## config.mk

```make
export PLATFORM = sky130hd
export DESIGN_NAME = sdms_ctrl_flat
export DESIGN_NICKNAME = d
export VERILOG_FILES = /design/src/sv/sdms_pkg.sv /design/src/sv/sdms_req_if.sv /design/src/sv/sdms_rsp_if.sv /design/src/sv/sdms_ctrl.sv /design/src/flat_wrapper.sv
export SDC_FILE = /design/constraint.sdc
export NUM_CORES = 1
export LEC_CHECK = 0
export BUFFER_PORTS_ARGS = -buffer_cell sky130_fd_sc_hd__buf_2
export CORE_AREA = 2 2 279 281
export CTS_BUF_LIST = sky130_fd_sc_hd__clkbuf_8
export DETAILED_ROUTE_END_ITERATION = 10
export DIE_AREA = 0 0 281 283
export PLACE_DENSITY_LB_ADDON = 0.2
export REMOVE_ABC_BUFFERS = 1
export SYNTH_ARGS = -nofsm -noshare
export SYNTH_HDL_FRONTEND = slang
export SYNTH_SLANG_ARGS = --single-unit
```

## constraint.sdc

```tcl
create_clock -name clk -period 5.2 [get_ports clk]
set_input_delay 0.26 -clock clk [delete_from_list [all_inputs] [get_ports clk]]
set_output_delay 0.26 -clock clk [all_outputs]
set_load 0.02 [all_outputs]
```

## src/sv/sdms_pkg.sv

```systemverilog
`timescale 1ns / 1ps
// Shared constants and function codes for the stable descending merge sort unit.
package sdms_pkg;

    localparam int MAX_RECORDS_DEF   = 1024;
    localparam int KEY_WIDTH_DEF     = 32;
    localparam int PAYLOAD_WIDTH_DEF = 32;

    localparam logic [1:0] FUNC_LOAD  = 2'd0;
    localparam logic [1:0] FUNC_READ  = 2'd1;
    localparam logic [1:0] FUNC_CLEAR = 2'd2;

endpackage

```

## src/sv/sdms_req_if.sv

```systemverilog
`timescale 1ns / 1ps
// Request channel: load, read and clear items with their record fields.
interface sdms_req_if #(
    parameter int KEY_WIDTH     = sdms_pkg::KEY_WIDTH_DEF,
    parameter int PAYLOAD_WIDTH = sdms_pkg::PAYLOAD_WIDTH_DEF
);
    logic                            valid;
    logic                            ready;
    logic [1:0]                      func;
    logic signed [KEY_WIDTH-1:0]     sort_key;
    logic [PAYLOAD_WIDTH-1:0]        first_payload;
    logic [PAYLOAD_WIDTH-1:0]        second_payload;
    logic                            last_in;

    modport source (
        output valid, func, sort_key, first_payload, second_payload, last_in,
        input  ready
    );

    modport sink (
        input  valid, func, sort_key, first_payload, second_payload, last_in,
        output ready
    );
endinterface

```

## src/sv/sdms_rsp_if.sv

```systemverilog
`timescale 1ns / 1ps
// Response channel: one item per read request.
interface sdms_rsp_if #(
    parameter int KEY_WIDTH     = sdms_pkg::KEY_WIDTH_DEF,
    parameter int PAYLOAD_WIDTH = sdms_pkg::PAYLOAD_WIDTH_DEF
);
    logic                            valid;
    logic                            ready;
    logic signed [KEY_WIDTH-1:0]     key_out;
    logic [PAYLOAD_WIDTH-1:0]        first_out;
    logic [PAYLOAD_WIDTH-1:0]        second_out;
    logic                            last_out;
    logic                            no_data;
    logic                            overflowed;

    modport source (
        output valid, key_out, first_out, second_out, last_out, no_data, overflowed,
        input  ready
    );

    modport sink (
        input  valid, key_out, first_out, second_out, last_out, no_data, overflowed,
        output ready
    );
endinterface

```

## src/sv/sdms_ctrl.sv

```systemverilog
`timescale 1ns / 1ps
// Sequencer: load, read-out, clear and bottom-up merge over two record banks.
module sdms_ctrl #(
    parameter int  MAX_RECORDS   = sdms_pkg::MAX_RECORDS_DEF,
    parameter int  KEY_WIDTH     = sdms_pkg::KEY_WIDTH_DEF,
    parameter int  PAYLOAD_WIDTH = sdms_pkg::PAYLOAD_WIDTH_DEF,
    localparam int AW            = (MAX_RECORDS > 1) ? $clog2(MAX_RECORDS) : 1,
    localparam int REC_W         = KEY_WIDTH + 2 * PAYLOAD_WIDTH
) (
    input  logic             clk,
    input  logic             rst_n,
    sdms_req_if.sink         req,
    sdms_rsp_if.source       rsp,
    output logic [1:0]       ram_we,
    output logic [AW-1:0]    ram_waddr,
    output logic [REC_W-1:0] ram_wdata,
    output logic [1:0]       ram_re,
    output logic [AW-1:0]    ram_raddr0,
    output logic [AW-1:0]    ram_raddr1,
    input  logic [REC_W-1:0] q0_a,
    input  logic [REC_W-1:0] q1_a,
    input  logic [REC_W-1:0] q0_b,
    input  logic [REC_W-1:0] q1_b
);
    import sdms_pkg::*;

    localparam int CW = $clog2(MAX_RECORDS + 1);
    localparam int WW = CW + 2;

    typedef enum logic [5:0] {
        S_IDLE = 6'b000001,
        S_RD   = 6'b000010,
        S_SEG  = 6'b000100,
        S_MRD  = 6'b001000,
        S_MWR  = 6'b010000,
        S_SPARE = 6'b100000
    } state_t;

    state_t          state_reg, state_next;
    logic [CW-1:0]   count_reg, count_next;
    logic [CW-1:0]   ridx_reg, ridx_next;
    logic            sorted_reg, sorted_next;
    logic            ovf_reg, ovf_next;
    logic            res_b_reg, res_b_next;
    logic            src_b_reg, src_b_next;
    logic [WW-1:0]   run_reg, run_next;
    logic [WW-1:0]   lo_reg, lo_next;
    logic [WW-1:0]   mid_reg, mid_next;
    logic [WW-1:0]   hi_reg, hi_next;
    logic [WW-1:0]   a_reg, a_next;
    logic [WW-1:0]   b_reg, b_next;
    logic [WW-1:0]   o_reg, o_next;
    logic            rd_hit_reg, rd_hit_next;
    logic            rd_last_reg, rd_last_next;
    logic            rd_bank_reg, rd_bank_next;
    logic            out_valid_reg, out_valid_next;
    logic [REC_W-1:0] out_rec_reg;
    logic            out_last_reg;
    logic            out_nodata_reg;
    logic            out_ovf_reg;

    logic            accept;
    logic            out_load;
    logic [CW-1:0]   cnt_eff;
    logic [WW-1:0]   n_w;
    logic [WW-1:0]   lo_run;
    logic [WW-1:0]   lo_2run;
    logic [REC_W-1:0] qa;
    logic [REC_W-1:0] qb;
    logic [REC_W-1:0] rd_rec;
    logic            take_a;

    assign accept    = req.valid && req.ready;
    assign req.ready = (state_reg == S_IDLE);
    assign n_w       = WW'(count_reg);
    assign lo_run    = lo_reg + run_reg;
    assign lo_2run   = lo_reg + (run_reg << 1);
    assign cnt_eff   = sorted_reg ? '0 : count_reg;

    assign qa     = src_b_reg ? q0_b : q0_a;
    assign qb     = src_b_reg ? q1_b : q1_a;
    assign rd_rec = rd_bank_reg ? q0_b : q0_a;
    assign take_a = (a_reg < mid_reg) &&
                    ((b_reg >= hi_reg) ||
                     ($signed(qa[REC_W-1 -: KEY_WIDTH]) >= $signed(qb[REC_W-1 -: KEY_WIDTH])));

    always_comb
    begin
        state_next     = state_reg;
        count_next     = count_reg;
        ridx_next      = ridx_reg;
        sorted_next    = sorted_reg;
        ovf_next       = ovf_reg;
        res_b_next     = res_b_reg;
        src_b_next     = src_b_reg;
        run_next       = run_reg;
        lo_next        = lo_reg;
        mid_next       = mid_reg;
        hi_next        = hi_reg;
        a_next         = a_reg;
        b_next         = b_reg;
        o_next         = o_reg;
        rd_hit_next    = rd_hit_reg;
        rd_last_next   = rd_last_reg;
        rd_bank_next   = rd_bank_reg;
        out_load       = 1'b0;
        ram_we         = 2'b00;
        ram_waddr      = '0;
        ram_wdata      = {req.sort_key, req.first_payload, req.second_payload};
        ram_re         = 2'b00;
        ram_raddr0     = '0;
        ram_raddr1     = '0;

        case (state_reg)
            S_IDLE:
            begin
                if (accept)
                begin
                    case (req.func)
                        FUNC_LOAD:
                        begin
                            // a load after a sort opens a new batch
                            sorted_next = 1'b0;
                            ridx_next   = sorted_reg ? '0 : ridx_reg;
                            ovf_next    = sorted_reg ? 1'b0 : ovf_reg;
                            if (cnt_eff < CW'(MAX_RECORDS))
                            begin
                                ram_we     = 2'b01;
                                ram_waddr  = AW'(cnt_eff);
                                count_next = cnt_eff + CW'(1);
                            end
                            else
                            begin
                                ovf_next   = 1'b1;
                                count_next = cnt_eff;
                            end
                            if (req.last_in)
                            begin
                                run_next   = WW'(1);
                                lo_next    = '0;
                                src_b_next = 1'b0;
                                state_next = S_SEG;
                            end
                        end
                        FUNC_READ:
                        begin
                            rd_hit_next  = sorted_reg && (ridx_reg < count_reg);
                            rd_last_next = ((ridx_reg + CW'(1)) == count_reg);
                            rd_bank_next = res_b_reg;
                            ram_raddr0   = AW'(ridx_reg);
                            if (sorted_reg && (ridx_reg < count_reg))
                            begin
                                ram_re    = res_b_reg ? 2'b10 : 2'b01;
                                ridx_next = ridx_reg + CW'(1);
                            end
                            state_next = S_RD;
                        end
                        FUNC_CLEAR:
                        begin
                            count_next  = '0;
                            ridx_next   = '0;
                            sorted_next = 1'b0;
                            ovf_next    = 1'b0;
                        end
                        default:
                        begin
                        end
                    endcase
                end
            end
            S_RD:
            begin
                // read data holds until the output slot frees
                if (!out_valid_reg || rsp.ready)
                begin
                    out_load   = 1'b1;
                    state_next = S_IDLE;
                end
            end
            S_SEG:
            begin
                if (run_reg >= n_w)
                begin
                    sorted_next = 1'b1;
                    ridx_next   = '0;
                    res_b_next  = src_b_reg;
                    state_next  = S_IDLE;
                end
                else if (lo_reg >= n_w)
                begin
                    run_next   = run_reg << 1;
                    lo_next    = '0;
                    src_b_next = !src_b_reg;
                end
                else
                begin
                    mid_next   = (lo_run < n_w) ? lo_run : n_w;
                    hi_next    = (lo_2run < n_w) ? lo_2run : n_w;
                    a_next     = lo_reg;
                    b_next     = (lo_run < n_w) ? lo_run : n_w;
                    o_next     = lo_reg;
                    state_next = S_MRD;
                end
            end
            S_MRD:
            begin
                ram_re     = src_b_reg ? 2'b10 : 2'b01;
                ram_raddr0 = AW'(a_reg);
                ram_raddr1 = AW'(b_reg);
                state_next = S_MWR;
            end
            S_MWR:
            begin
                ram_we    = src_b_reg ? 2'b01 : 2'b10;
                ram_waddr = AW'(o_reg);
                ram_wdata = take_a ? qa : qb;
                if (take_a)
                begin
                    a_next = a_reg + WW'(1);
                end
                else
                begin
                    b_next = b_reg + WW'(1);
                end
                o_next = o_reg + WW'(1);
                if ((o_reg + WW'(1)) == hi_reg)
                begin
                    lo_next    = lo_2run;
                    state_next = S_SEG;
                end
                else
                begin
                    state_next = S_MRD;
                end
            end
            default:
            begin
                state_next = S_IDLE;
            end
        endcase
    end

    always_comb
    begin
        if (out_load)
        begin
            out_valid_next = 1'b1;
        end
        else if (rsp.ready)
        begin
            out_valid_next = 1'b0;
        end
        else
        begin
            out_valid_next = out_valid_reg;
        end
    end

    always_ff @(posedge clk or negedge rst_n)
    begin
        if (!rst_n)
        begin
            state_reg     <= S_IDLE;
            count_reg     <= '0;
            ridx_reg      <= '0;
            sorted_reg    <= 1'b0;
            ovf_reg       <= 1'b0;
            res_b_reg     <= 1'b0;
            src_b_reg     <= 1'b0;
            run_reg       <= '0;
            lo_reg        <= '0;
            mid_reg       <= '0;
            hi_reg        <= '0;
            a_reg         <= '0;
            b_reg         <= '0;
            o_reg         <= '0;
            rd_hit_reg    <= 1'b0;
            rd_last_reg   <= 1'b0;
            rd_bank_reg   <= 1'b0;
            out_valid_reg <= 1'b0;
        end
        else
        begin
            state_reg     <= state_next;
            count_reg     <= count_next;
            ridx_reg      <= ridx_next;
            sorted_reg    <= sorted_next;
            ovf_reg       <= ovf_next;
            res_b_reg     <= res_b_next;
            src_b_reg     <= src_b_next;
            run_reg       <= run_next;
            lo_reg        <= lo_next;
            mid_reg       <= mid_next;
            hi_reg        <= hi_next;
            a_reg         <= a_next;
            b_reg         <= b_next;
            o_reg         <= o_next;
            rd_hit_reg    <= rd_hit_next;
            rd_last_reg   <= rd_last_next;
            rd_bank_reg   <= rd_bank_next;
            out_valid_reg <= out_valid_next;
        end
    end

    always_ff @(posedge clk)
    begin
        if (out_load)
        begin
            out_rec_reg    <= rd_hit_reg ? rd_rec : '0;
            out_last_reg   <= rd_hit_reg && rd_last_reg;
            out_nodata_reg <= !rd_hit_reg;
            out_ovf_reg    <= ovf_reg;
        end
    end

    assign rsp.valid      = out_valid_reg;
    assign rsp.key_out    = out_rec_reg[REC_W-1 -: KEY_WIDTH];
    assign rsp.first_out  = out_rec_reg[2*PAYLOAD_WIDTH-1 -: PAYLOAD_WIDTH];
    assign rsp.second_out = out_rec_reg[PAYLOAD_WIDTH-1:0];
    assign rsp.last_out   = out_last_reg;
    assign rsp.no_data    = out_nodata_reg;
    assign rsp.overflowed = out_ovf_reg;
endmodule

```

## src/flat_wrapper.sv

```systemverilog
// flat-port wrapper written by rule: the top's interface ports become plain ports
module sdms_ctrl_flat import sdms_pkg::*;
#(
    parameter int  MAX_RECORDS   = sdms_pkg::MAX_RECORDS_DEF,
    parameter int  KEY_WIDTH     = sdms_pkg::KEY_WIDTH_DEF,
    parameter int  PAYLOAD_WIDTH = sdms_pkg::PAYLOAD_WIDTH_DEF,
    localparam int AW            = (MAX_RECORDS > 1) ? $clog2(MAX_RECORDS) : 1,
    localparam int REC_W         = KEY_WIDTH + 2 * PAYLOAD_WIDTH
)
  (clk, rst_n, ram_we, ram_waddr, ram_wdata, ram_re, ram_raddr0, ram_raddr1, q0_a, q1_a, q0_b, q1_b, req_valid, req_func, req_sort_key, req_first_payload, req_second_payload, req_last_in, req_ready, rsp_valid, rsp_key_out, rsp_first_out, rsp_second_out, rsp_last_out, rsp_no_data, rsp_overflowed, rsp_ready);
  sdms_req_if #(.KEY_WIDTH(KEY_WIDTH), .PAYLOAD_WIDTH(PAYLOAD_WIDTH)) req_i ();
  sdms_rsp_if #(.KEY_WIDTH(KEY_WIDTH), .PAYLOAD_WIDTH(PAYLOAD_WIDTH)) rsp_i ();
  input  logic clk;
  input  logic rst_n;
  output logic [1:0] ram_we;
  output logic [AW-1:0] ram_waddr;
  output logic [REC_W-1:0] ram_wdata;
  output logic [1:0] ram_re;
  output logic [AW-1:0] ram_raddr0;
  output logic [AW-1:0] ram_raddr1;
  input  logic [REC_W-1:0] q0_a;
  input  logic [REC_W-1:0] q1_a;
  input  logic [REC_W-1:0] q0_b;
  input  logic [REC_W-1:0] q1_b;
  input wire logic [$bits(req_i.valid)-1:0] req_valid;
  input wire logic [$bits(req_i.func)-1:0] req_func;
  input wire logic [$bits(req_i.sort_key)-1:0] req_sort_key;
  input wire logic [$bits(req_i.first_payload)-1:0] req_first_payload;
  input wire logic [$bits(req_i.second_payload)-1:0] req_second_payload;
  input wire logic [$bits(req_i.last_in)-1:0] req_last_in;
  output wire logic [$bits(req_i.ready)-1:0] req_ready;
  output wire logic [$bits(rsp_i.valid)-1:0] rsp_valid;
  output wire logic [$bits(rsp_i.key_out)-1:0] rsp_key_out;
  output wire logic [$bits(rsp_i.first_out)-1:0] rsp_first_out;
  output wire logic [$bits(rsp_i.second_out)-1:0] rsp_second_out;
  output wire logic [$bits(rsp_i.last_out)-1:0] rsp_last_out;
  output wire logic [$bits(rsp_i.no_data)-1:0] rsp_no_data;
  output wire logic [$bits(rsp_i.overflowed)-1:0] rsp_overflowed;
  input wire logic [$bits(rsp_i.ready)-1:0] rsp_ready;
  assign req_i.valid = req_valid;
  assign req_i.func = req_func;
  assign req_i.sort_key = req_sort_key;
  assign req_i.first_payload = req_first_payload;
  assign req_i.second_payload = req_second_payload;
  assign req_i.last_in = req_last_in;
  assign req_ready = req_i.ready;
  assign rsp_valid = rsp_i.valid;
  assign rsp_key_out = rsp_i.key_out;
  assign rsp_first_out = rsp_i.first_out;
  assign rsp_second_out = rsp_i.second_out;
  assign rsp_last_out = rsp_i.last_out;
  assign rsp_no_data = rsp_i.no_data;
  assign rsp_overflowed = rsp_i.overflowed;
  assign rsp_i.ready = rsp_ready;
  sdms_ctrl #(.MAX_RECORDS(MAX_RECORDS), .KEY_WIDTH(KEY_WIDTH), .PAYLOAD_WIDTH(PAYLOAD_WIDTH)) u_core (.clk(clk), .rst_n(rst_n), .req(req_i), .rsp(rsp_i), .ram_we(ram_we), .ram_waddr(ram_waddr), .ram_wdata(ram_wdata), .ram_re(ram_re), .ram_raddr0(ram_raddr0), .ram_raddr1(ram_raddr1), .q0_a(q0_a), .q1_a(q1_a), .q0_b(q0_b), .q1_b(q1_b));
endmodule
```

# Yosys cells after proc, flatten, opt, wreduce, memory -nomap -nowiden
# Index checks and enable logic that the tools add are counted.
[op_classes] n_addsub=7 n_lt_le_gt_ge=9 eq_ne=28 mux=82 bitwise=2 reduce_logical=29
[ops] cell="$mux W96" n=5
[ops] cell="$mux W13" n=19
[ops] cell="$pmux W13 S2" n=4
[ops] cell="$mux W11" n=6
[ops] cell="$mux W10" n=6
[ops] cell="$pmux W11 S2" n=2
[ops] cell="$pmux W10 S2" n=2
[ops] cell="$add A13 B1 Y13 const B" n=3
[ops] cell="$pmux W13 S3" n=1
[ops] cell="$pmux W11 S3" n=1
[ops] cell="$ge A32 B32 Y1" n=1
[ops] cell="$mux W6" n=5
[ops] cell="$pmux W6 S5" n=1
[ops] cell="$add A13 B13 Y13" n=2
[ops] cell="$ge A13 B11 Y1" n=2
[ops] cell="$lt A13 B11 Y1" n=2
[ops] cell="$add A11 B1 Y11 const B" n=2
[ops] cell="$mux W2" n=8
[ops] cell="$reduce_and A4 Y1" n=4
[ops] cell="$mux W1" n=15
[ops] cell="$ne A2 B2 Y1 const B" n=7
[ops] cell="$eq A13 B13 Y1" n=1
[ops] cell="$ge A13 B13 Y1" n=1
[ops] cell="$lt A13 B13 Y1" n=1
[ops] cell="other kinds (31)" n=56
[totals] reg_bits=226 in_bits=487 out_inout_bits=231 word_cells=179

# Depth between registers and ports, before layout
[logic_depth] ltp_word=6 depth_mapped=18 ltp_nobuf=17

# Least setup slack after synthesis
# Ideal clock, no wire load.
[synth_path] path_type="reg2reg" from="register u_core.state_reg[2]" to="register u_core.out_rec_reg[0] (enable)" setup_ns=0.568 arrival_ns=5.068 required_ns=4.632 path_slack_ns=-0.436 stages_incl_launch_ff=4 path_buffers=0 period_less_slack_ns=5.636 path_cell_list="dfrtp_1 > nor2_1 > nand3_1 > nor2b_1"
[synth_via] elab_chain_len=2
[synth_lines] element="start: declaration" line="sdms_ctrl.sv:39" rtl="state_t state_reg, state_next;"
[synth_lines] element="start signal: assignment" line="sdms_ctrl.sv:284" rtl="state_reg <= state_next;"
[synth_lines] element="$eq A6 B2 Y1" line="sdms_ctrl.sv:114" rtl="case (state_reg)"
[synth_lines] element="$mux W1" line="sdms_ctrl.sv:114"
[synth_lines] element="named net u_core.out_load" line="sdms_ctrl.sv:63" rtl="logic out_load;"
[synth_lines] element="end signal: assignment" line="sdms_ctrl.sv:309" rtl="out_rec_reg <= rd_hit_reg ? rd_rec : '0;"
[synth_lines] element="end: declaration" line="sdms_ctrl.sv:57" rtl="logic [REC_W-1:0] out_rec_reg;"
# The timed path passes the listed nets, and every way through them passes these cells.
# A chain may end at the register's enable or synchronous reset.

# Worst setup path after layout
[layout_path] from="register u_core.src_b_reg" to="output ram_wdata[20]"
[layout_via] elab_chain_len=6 elab_cells_between_ends=7 classes_between="order compare: 1; mux: 4; reduce/logical: 2"
[layout_lines] element="start: declaration" line="sdms_ctrl.sv:45" rtl="logic src_b_reg, src_b_next;"
[layout_lines] element="start signal: assignment" line="sdms_ctrl.sv:290" rtl="src_b_reg <= src_b_next;"
[layout_lines] element="$mux W96 (on tied branches)" line="sdms_ctrl.sv:80, sdms_ctrl.sv:81"
[layout_lines] element="$ge A32 B32 Y1" line="sdms_ctrl.sv:85" rtl="($signed(qa[REC_W-1 -: KEY_WIDTH]) >= $signed(qb[REC_W-1 -: KEY_WIDTH])));"
[layout_lines] element="$logic_or A1 B1 Y1" line="sdms_ctrl.sv:84" rtl="((b_reg >= hi_reg) ||"
[layout_lines] element="$logic_and A1 B1 Y1" line="sdms_ctrl.sv:83" rtl="assign take_a = (a_reg < mid_reg) &&"
[layout_lines] element="$mux W96 (*)" line="sdms_ctrl.sv:216" rtl="ram_wdata = take_a ? qa : qb;"
[layout_lines] element="$mux W96 (*)" line="sdms_ctrl.sv:114"
[layout_lines] element="end: declaration" line="flat_wrapper.sv:17" rtl="output logic [REC_W-1:0] ram_wdata;"
# Every way passes the cells marked *; elsewhere a longest branch is shown, timed or not.

==> summary.txt <==
Status
  – Outcome: finished clean

GRT
  – Largest net degree at the start of global routing: 74
  – Total GRT Usage: 0.2842
  – First-pass GRT wire length: 158.5 mm
  – Antenna violations before repair: 43
  – GRT overflow: 0
  – Vias in the first global route: 19833

Floorplanning
  – Top Ports: 718
  – Initial core utilization: 0.2421
  – Die height: 283 um
  – Die area: 0.07952 sq mm
  – Core Area: 0.07670 sq mm
  – Row count: 102
  – Die Wd: 281 um

Worst hold path
  – Worst hold path class: primary input to register
  – Hold Startpoint: q0_a[84]

Synth
  – Synth Area per Inst: 8.987 sq um
  – Synth area leader: dfrtp_1
  – Commonest cells post-synth: 224 x mux2i_1, 204 x nor2_1, 174 x nand2_1
  – Register area share after synthesis: 0.3286
  – Mapped Cells: 2066
  – Ys flop type: dfrtp_1
  – Top-count cell post-synth: mux2i_1
  – Register bit count reported by yosys: 224
  – Post-synth EDFFs: 99
  – Yosys top cell area share: 0.1671
  – Asr flop ratio synth: 0.5580
  – Syn Std Cell Area: 0.01857 sq mm
  – Synth cell types: 79
  – Ranking of synthesized cells by area: dfrtp_1 17%, edfxtp_1 16%, mux2i_1 12%, ha_1 9.2%, mux2_2 6.2%
  – Yosys warns: 0

Worst setup path
  – Critical path class: register to output port
  – CP bufs+invs: 4
  – RR Startpoint: u_core.lo_reg[1]
  – Flop-to-flop setup slack: 600 ps
  – Crit path cell chain: buf_12 -> buf_4 -> mux2_2 -> ha_1 -> nand4_1 -> or4_1 -> o21ai_1 -> a21oi_1 -> a21oi_4 -> clkbuf_16 -> mux2_2 -> a221o_1 -> buf_2
  – Crit path largest cell delay: 580 ps
  – Critical Path Sink Type: output port
  – Most used cell, CP: mux2_2
  – Crit-path leading delay family: compound AO/OA/AOI/OAI gates
  – Worst Setup Start Kind: register
  – Worst setup path start: u_core.src_b_reg
  – Critical-path top delay cell: or4_1
  – CP required: 4940 ps
  – Max Fanout on Critical Path: 66
  – Crit path arrival time: 4770 ps

Route
  – DRC Markers: 0
  – DRT iter0 DRCs: 2022
  – DR WL/cell: 30.29 um
  – Metal2 WL: 51.41 mm
  – Top sig layer: met5
  – WL final: 118.3 mm
  – DR pass1 iterations: 6
  – Vias per cell: 5.204
  – Final ANT Viol Nets: 0
  – Detail Route met3 WL: 8.677 mm
  – WL met1: 54.82 mm
  – Vias: 20326

Layout
  – Filler cells: 8141
  – Layout cells sized above 1: 0.3470
  – Area growth syn-to-layout: 35.36%
  – Largest register FFs: 96
  – NumNets Final: 3438

Place
  – Placer Congestion: 1.005
  – I/O Buffers: 717
  – HPWL after DPL: 96.72 mm

Power and ir drop
  – Standby leakage power: 0.01139 uW
  – P per Cell Area: 430.5 mW/mm^2
  – Max rail drop VDD: 0.0003106 V
  – Power, Total: 10820 uW

Clock network
  – H-Tree Depth: 2
  – CTS tree: yes
  – CTS Buf Count: 46
  – Clk sink count: 224
  – Clock latency at the later pin of the worst-skew pair: 660 ps
  – Root buffer cell: clkbuf_8
  – Clock Path Buffers: 3
  – Clock transition at the registers of the reported paths: 60 ps

Job
  – Number of max-cap violations: 0

Timing
  – Period utilisation layout: 0.9681
  – Final Hold Fails: 0
  – Final setup fails: 0
  – RSZ-0062 raised after global routing: no
  – Final Slew Violations: 0
  – Fin Clk Skew: 39.70 ps
  – TNS Setup: 0 ps
  – Final hold slack: 21.04 ps
  – Slew @ Worst Pin: 1072 ps
  – Slew HR: 0.2798
  – Max Clock Freq: 198.6 MHz
  – Final min period: 5034 ps
-- metrics by stage --
stage,setup WS (ps),area (sq um),util,std cells
global route,7.032,25110,0.3274,3897
global placement,446.4,23400,0.3051,3738
floorplan,-6747,17990,-,1931
CTS,13.39,25030,0.3263,3888
finish,166.0,25130,0.3277,3906
detailed placement,430.7,23400,0.3051,3738
-- final cells by class --
| class | instances | area (sq um) | share of cell area |
|---|---|---|---|
| clock inverters | 37 | 299.0 | 0.01190 |
| well taps | 1040 | 1301 | 0.05177 |
| multi-input cells | 1644 | 11740 | 0.4671 |
| clock buffers | 49 | 674.4 | 0.02683 |
| inverters | 63 | 239.0 | 0.009509 |
| diodes | 16 | 40.04 | 0.001593 |
| flip-flops and latches | 224 | 6110 | 0.2431 |
| repair buffers | 833 | 4731 | 0.1882 |
-- layer usage --
layer  GRT usage  vias to the layer above
met5           0                        -
met4     0.06965                       14
met3     0.05789                      161
met2      0.4344                      967
met1      0.4065                    10074
li1            -                     9110
-- worst register-to-register path, cell delays in order, from the launching register on --
cell and delay, ps:
dfrtp_1 540, inv_1 140, fa_1 480, nand2b_1 190, a21oi_1 370, o21a_1 170, nor2_1 50, xnor2_1 150
ha_1 190, a21o_1 190, nor3_1 140, a31oi_1 150, a41oi_1 340, nand4b_1 140, o22ai_1 170, buf_4 250
mux2i_1 590, a221oi_1 200
-- final timing paths --
path | endpoint | cells after the start
setup / recovery | ram_wdata[20] | 13
hold / removal | u_core.out_rec_reg[84] | 3
setup reg to reg | u_core.b_reg[4] | 17
hold reg to reg | u_core.mid_reg[3] | 2
max in group asynchronous | u_core.src_b_reg | 3
min in group asynchronous | u_core.hi_reg[1] | 2
-- report_power, final --
part | internal, uW | switching [uW] | leakage, uW
Combinational | 2590 | 3470 | 0.00830
Clock | 1130 | 951 | 0.000527
Sequential | 2180 | 509 | 0.00256
Total | 5890 | 4930 | 0.0114
-- cell families after synthesis --
| logic type | after synthesis | synth area share |
|---|---|---|
| adders and majority gates | 139 | 0.09447 |
| and+or+nand+nor | 583 | 0.1443 |
| other | 1 | 0.0002020 |
| xor gates and xnor gates | 57 | 0.02689 |
| buffers and inverters | 198 | 0.04360 |
| AOI/OAI and AO/OA | 537 | 0.1784 |
| muxes | 327 | 0.1834 |
| DFF | 224 | 0.3286 |
-- cell usage in the layout (no fill, tap or decap), types with 18 or more instances in the layout --
cell type	instances
buf_4	47
o21ai_0	157
inv_1	69
buf_2	716
mux2i_1	223
xnor2_1	34
a31oi_1	26
o21ai_1	56
a21oi_1	97
nand3_1	42
dlygate4sd3_1	59
a22oi_1	64
edfxtp_1	99
nand2b_1	20
ha_1	137
nor3_1	37
clkbuf_8	49
xor2_1	23
mux2_2	101
dfrtp_1	122
a21o_1	18
nand2_1	173
nor2_1	202
-- timing repair --
action	4_1_cts	5_1_grt
endpoints found under the setup margin	79	51
endpoints found under the hold margin	68	0
gates cloned	0	1
hold buffers	59	0
buffers inserted	5	1
gates resized for setup	0	8
Note: power is estimated with default switching activity, not from simulation.
